===== config.mk =====
export PLATFORM = sky130hd
export DESIGN_NAME = afa_mem
export DESIGN_NICKNAME = d
export VERILOG_FILES = /design/src/rtl/aligned_first_fit_allocator_assert.svh /design/src/rtl/afa_mem.sv
export SDC_FILE = /design/constraint.sdc
export NUM_CORES = 2
export LEC_CHECK = 0
export BUFFER_PORTS_ARGS = -buffer_cell sky130_fd_sc_hd__buf_2
export CORE_UTILIZATION = 35
export CTS_CLUSTER_SIZE = 16
export DETAILED_ROUTE_END_ITERATION = 7
export PLACE_DENSITY = 0.48
export RECOVER_POWER = 25
export SETUP_SLACK_MARGIN = 0.15
export SYNTH_ARGS = -nofsm -noshare
export SYNTH_HDL_FRONTEND = slang
export SYNTH_SLANG_ARGS = --single-unit

===== constraint.sdc =====
create_clock -name clock -period 6.31 [get_ports clock]
set_clock_uncertainty 0.05 [all_clocks]
set_input_delay 1.262 -clock clock [delete_from_list [all_inputs] [get_ports clock]]
set_output_delay 1.262 -clock clock [all_outputs]
set_load 0.02 [all_outputs]

===== src/rtl/aligned_first_fit_allocator_assert.svh =====
// Assertion macros for the extent allocator.
// Each macro takes a label, an antecedent and a consequent.
`ifndef ALIGNED_FIRST_FIT_ALLOCATOR_ASSERT_SVH
`define ALIGNED_FIRST_FIT_ALLOCATOR_ASSERT_SVH
`ifndef SYNTH
`define AFA_ASSERT_IMPLY(name, ante, cons) \
   name: assert property (@(posedge clock) disable iff (reset) (ante) |-> (cons)) \
      else $error("allocator check failed (same cycle)");
`define AFA_ASSERT_NEXT(name, ante, cons) \
   name: assert property (@(posedge clock) disable iff (reset) (ante) |=> (cons)) \
      else $error("allocator check failed (next cycle)");
`else
`define AFA_ASSERT_IMPLY(name, ante, cons)
`define AFA_ASSERT_NEXT(name, ante, cons)
`endif
`endif


===== src/rtl/afa_mem.sv =====
`timescale 1ns / 1ps
module afa_mem #(
   parameter int DEPTH = 64,
   parameter int WIDTH = 64
) (
   input  logic                     clock,
   input  logic                     wr_en,
   input  logic [$clog2(DEPTH)-1:0] wr_addr,
   input  logic [WIDTH-1:0]         wr_data,
   input  logic                     rd_en,
   input  logic [$clog2(DEPTH)-1:0] rd_addr,
   output logic [WIDTH-1:0]         rd_data
);

   logic [WIDTH-1:0] mem_array [DEPTH];
   logic [WIDTH-1:0] rd_data_ff;

   // One write port and one registered read port.
   always_ff @(posedge clock) begin
      if (wr_en) begin
         mem_array[wr_addr] <= wr_data;
      end
      if (rd_en) begin
         rd_data_ff <= mem_array[rd_addr];
      end
   end

   assign rd_data = rd_data_ff;

endmodule


==> reports/metrics.yaml <==
worst_setup_path:
  path_buf_inv: 3
  slowest_stage: "buf_4"
  worst-endpoint-arrival_ps: 4180
  rr_endpoint: "rd_data[8]"
  path_delay_family: "buffers and inverters"
  reg2reg_depth: 5
  cp-end-kind: "flip-flop"
  crit_type: "input pin to flip-flop"
  r2r_slack_ps: 4150
  cp_data_required_time_ps: 7010
  cp-start-kind: "input pin"
  slowest_delay_ps: 570
  path_cells: "buf_8, buf_12, buf_4, mux4_2, a22oi_1, nand3_1, and3_1"
  rr_startpoint: "mem_array[55][8]"
  crit_fanout: 56
cells_and_area:
  fill_cells: 38969
  layout.nets: 7098
  multi_input_comb_area_um2: 30790
  layout-drive-gt1-share_pct: 27.69
  regArea_um2: 124900
  area.growth.synth_to_final_pct: 14.86
sta:
  timing.slew.headroom_pct: -118.3
  worstMarginPinSlew_ps: 3274
  final.setup.tns_ps: 0
  rsz0062_at_grt: "false"
  finalSetupViolCount: 0
  period_minus_slack_ps: 3487
  fmax_mhz: 286.7
  fin_crit_sh_pct: 55.27
  maxSlewViolCount: 2795
  final_hold_viol_count: 0
global_routing:
  grt_start_max_net_pins: 103
  overflow: 0
  antenna_found_initial: 53
  grt_pass1_vias: 77774
  grt_first_pass_wirelength_um: 662500
  track_usage_pct: 21.26
floorplanning:
  start_util_pct: 35.20
  fp-row-count: 245
  die_area_um2: 451200
  die_y_um: 671.7
  die_w_um: 671.7
  coreArea_um2: 446000
  pin_count: 143
power:
  total_leakage_power_nw: 55.17
  power_mw: 57.94
  powerDensity_nw_per_um2: 321.3
  ir_drop_mv: 0.2114
status:
  violations: "max-capacitance violations, max-slew violations"
  status: "finished with violations"
clock_tree:
  cts-root-buf: "clkbuf_16"
  cts_setup_buffers: 0
  htreeDepth: 5
  cts_num_sinks: 4160
  cts_hold_buf: 0
  cts_inserted_buffers: 432
  clockBufferDepth: 4
  cts_tree: "built"
  clkTransAtPathRegs_ps: 60
  worstSkewPairLatency_ps: 980
  post_cts_resized: 0
logic_synthesis:
  synth_most_common_cell: "edfxtp_1"
  yosys_warnings: 0
  syn_area_um2: 157000
  async_flop_share_pct: 0
  synth_nets: 6677
  synthTopCellsByArea: "edfxtp_1 (80%), mux4_2 (15%), mux2i_1 (0.86%)"
  yosys.area.top_type: "edfxtp_1"
  avgSynthCellArea_um2: 23.79
  synth_cell_types: 32
  synth_top_flop_cell: "edfxtp_1"
  synth_top_area_share_pct: 79.57
  yosys-top-cells-count: "edfxtp_1 (4160), mux4_2 (1024), buf_2 (170), a22oi_1 (168), clkbuf_1 (140)"
  synthCells: 6598
  synth_edf_count: 4160
  ys_ff_latch: 4160
  seq_area_frac_synth_pct: 79.57
worst_hold_path:
  min_to: "rd_data[50]"
  hold_path.startpoint: "mem_array[36][50]"
  min_path_cells: 4
  hp-class: "flip-flop to flip-flop"
placed_design:
  place.gp.congestion: 0.7384
  io_buffer_count: 142
  hpwl_um: 246200
flow_run:
  maxCapViolCount: 43
routing:
  drc_errors: 0
  num_vias: 75268
  wl_per_cell_um: 36.42
  drt_iter0_drc: 7979
  detail-route-antenna-nets: 0
  routed_wirelength_um: 485100
  drtPass1Iterations: 5
  via_per_inst: 5.650
cell families after synthesis:
| kind of cell | share of synthesized area, % |
|---|---|
| simple gates | 1.235 |
| mux | 15.55 |
| buf+inv | 1.176 |
| compound gates | 2.467 |
| flops | 79.57 |
power breakdown:
| part | switching [mW] | leakage [nW] | total, mW | internal [mW] |
|---|---|---|---|---|
| logic | 1.72 | 11.1 | 2.66 | 0.945 |
| registers | 0.124 | 37.5 | 30.8 | 30.7 |
| clock network | 10.7 | 6.56 | 24.5 | 13.7 |
worst reg2reg max path, stage by stage, from the launching register on:
cell	delay (ps)
edfxtp_1	350
mux4_2	470
mux2i_1	250
o22ai_1	150
a41oi_1	460
a211oi_1	110
through the flow:
| step | cell area [um2] | hold WS (ps) | setup slack, ps | cells | util, % |
|---|---|---|---|---|---|
| global placement | 167000 | 853.6 | 1781 | 12513 | 37.44 |
| finish | 180300 | 861.4 | 2823 | 13321 | 40.43 |
| CTS | 180300 | 853.9 | 2767 | 13298 | 40.43 |
| detailed placement | 167000 | 855.6 | 1811 | 12513 | 37.44 |
| floorplan | 157000 | 814.8 | 967.7 | 6598 | - |
| global route | 180300 | 886.7 | 2687 | 13301 | 40.42 |
how the worst max path moves through the flow:
stage                     depth (start not counted)          endpoint        from  slack, ps
after floorplan                                   4  mem_array[39][0]  wr_addr[5]        970
after global placement                            6       rd_data[48]  rd_addr[0]       1780
after detailed placement                          6       rd_data[48]  rd_addr[0]       1810
after CTS                                         1        rd_data[6]  rd_data[6]       2770
after global routing                              8        rd_data[3]  rd_addr[0]       2690
final                                             7       rd_data[14]  rd_addr[1]       2820
final cells by class:
cell class	instances	share of cell area, %
diodes	23	0.03192
clock buffers	516	6.241
clock inverters	269	1.164
inverters	19	0.03955
multi-input cells	2049	17.08
flip-flops and latches	4160	69.28
well taps	5928	4.113
repair buffers	357	2.058
state kept, by name, indices dropped and copies added, names as in the netlist:
register   cells
rd_data       64
mem_array   4096
cell usage in the layout (no fill, tap or decap), types with 9 or more instances in the layout:
| cell type | instances |
|---|---|
| bufinv_16 | 26 |
| mux2i_1 | 135 |
| buf_12 | 113 |
| buf_2 | 96 |
| edfxtp_1 | 4160 |
| nand3_1 | 45 |
| clkinv_2 | 94 |
| clkbuf_1 | 121 |
| a31oi_1 | 18 |
| o22ai_1 | 83 |
| a211oi_1 | 63 |
| or3_1 | 29 |
| a22oi_1 | 168 |
| a22o_1 | 88 |
| buf_4 | 102 |
| nor2_1 | 47 |
| mux4_2 | 1024 |
| a41oi_1 | 26 |
| a2bb2oi_1 | 19 |
| nor2_4 | 65 |
| or2_2 | 28 |
| nor2b_1 | 24 |
| o221ai_1 | 38 |
| inv_6 | 12 |
| nand2_1 | 54 |
| inv_1 | 19 |
| and3_1 | 64 |
| nand2b_1 | 9 |
| diode_2 | 23 |
| clkbuf_16 | 438 |
| clkinvlp_4 | 12 |
| clkinv_1 | 112 |
layer usage:
layer  GRT usage, %  up-vias  share of wire [%]
li1               -    29458                  -
met1          29.17    42512                 42
met2          35.91     2635                 50
met3          2.934      651                5.9
met4          5.190       12                2.6
met5         0.2764        -              0.050
Power figures use the tool's default switching activity.
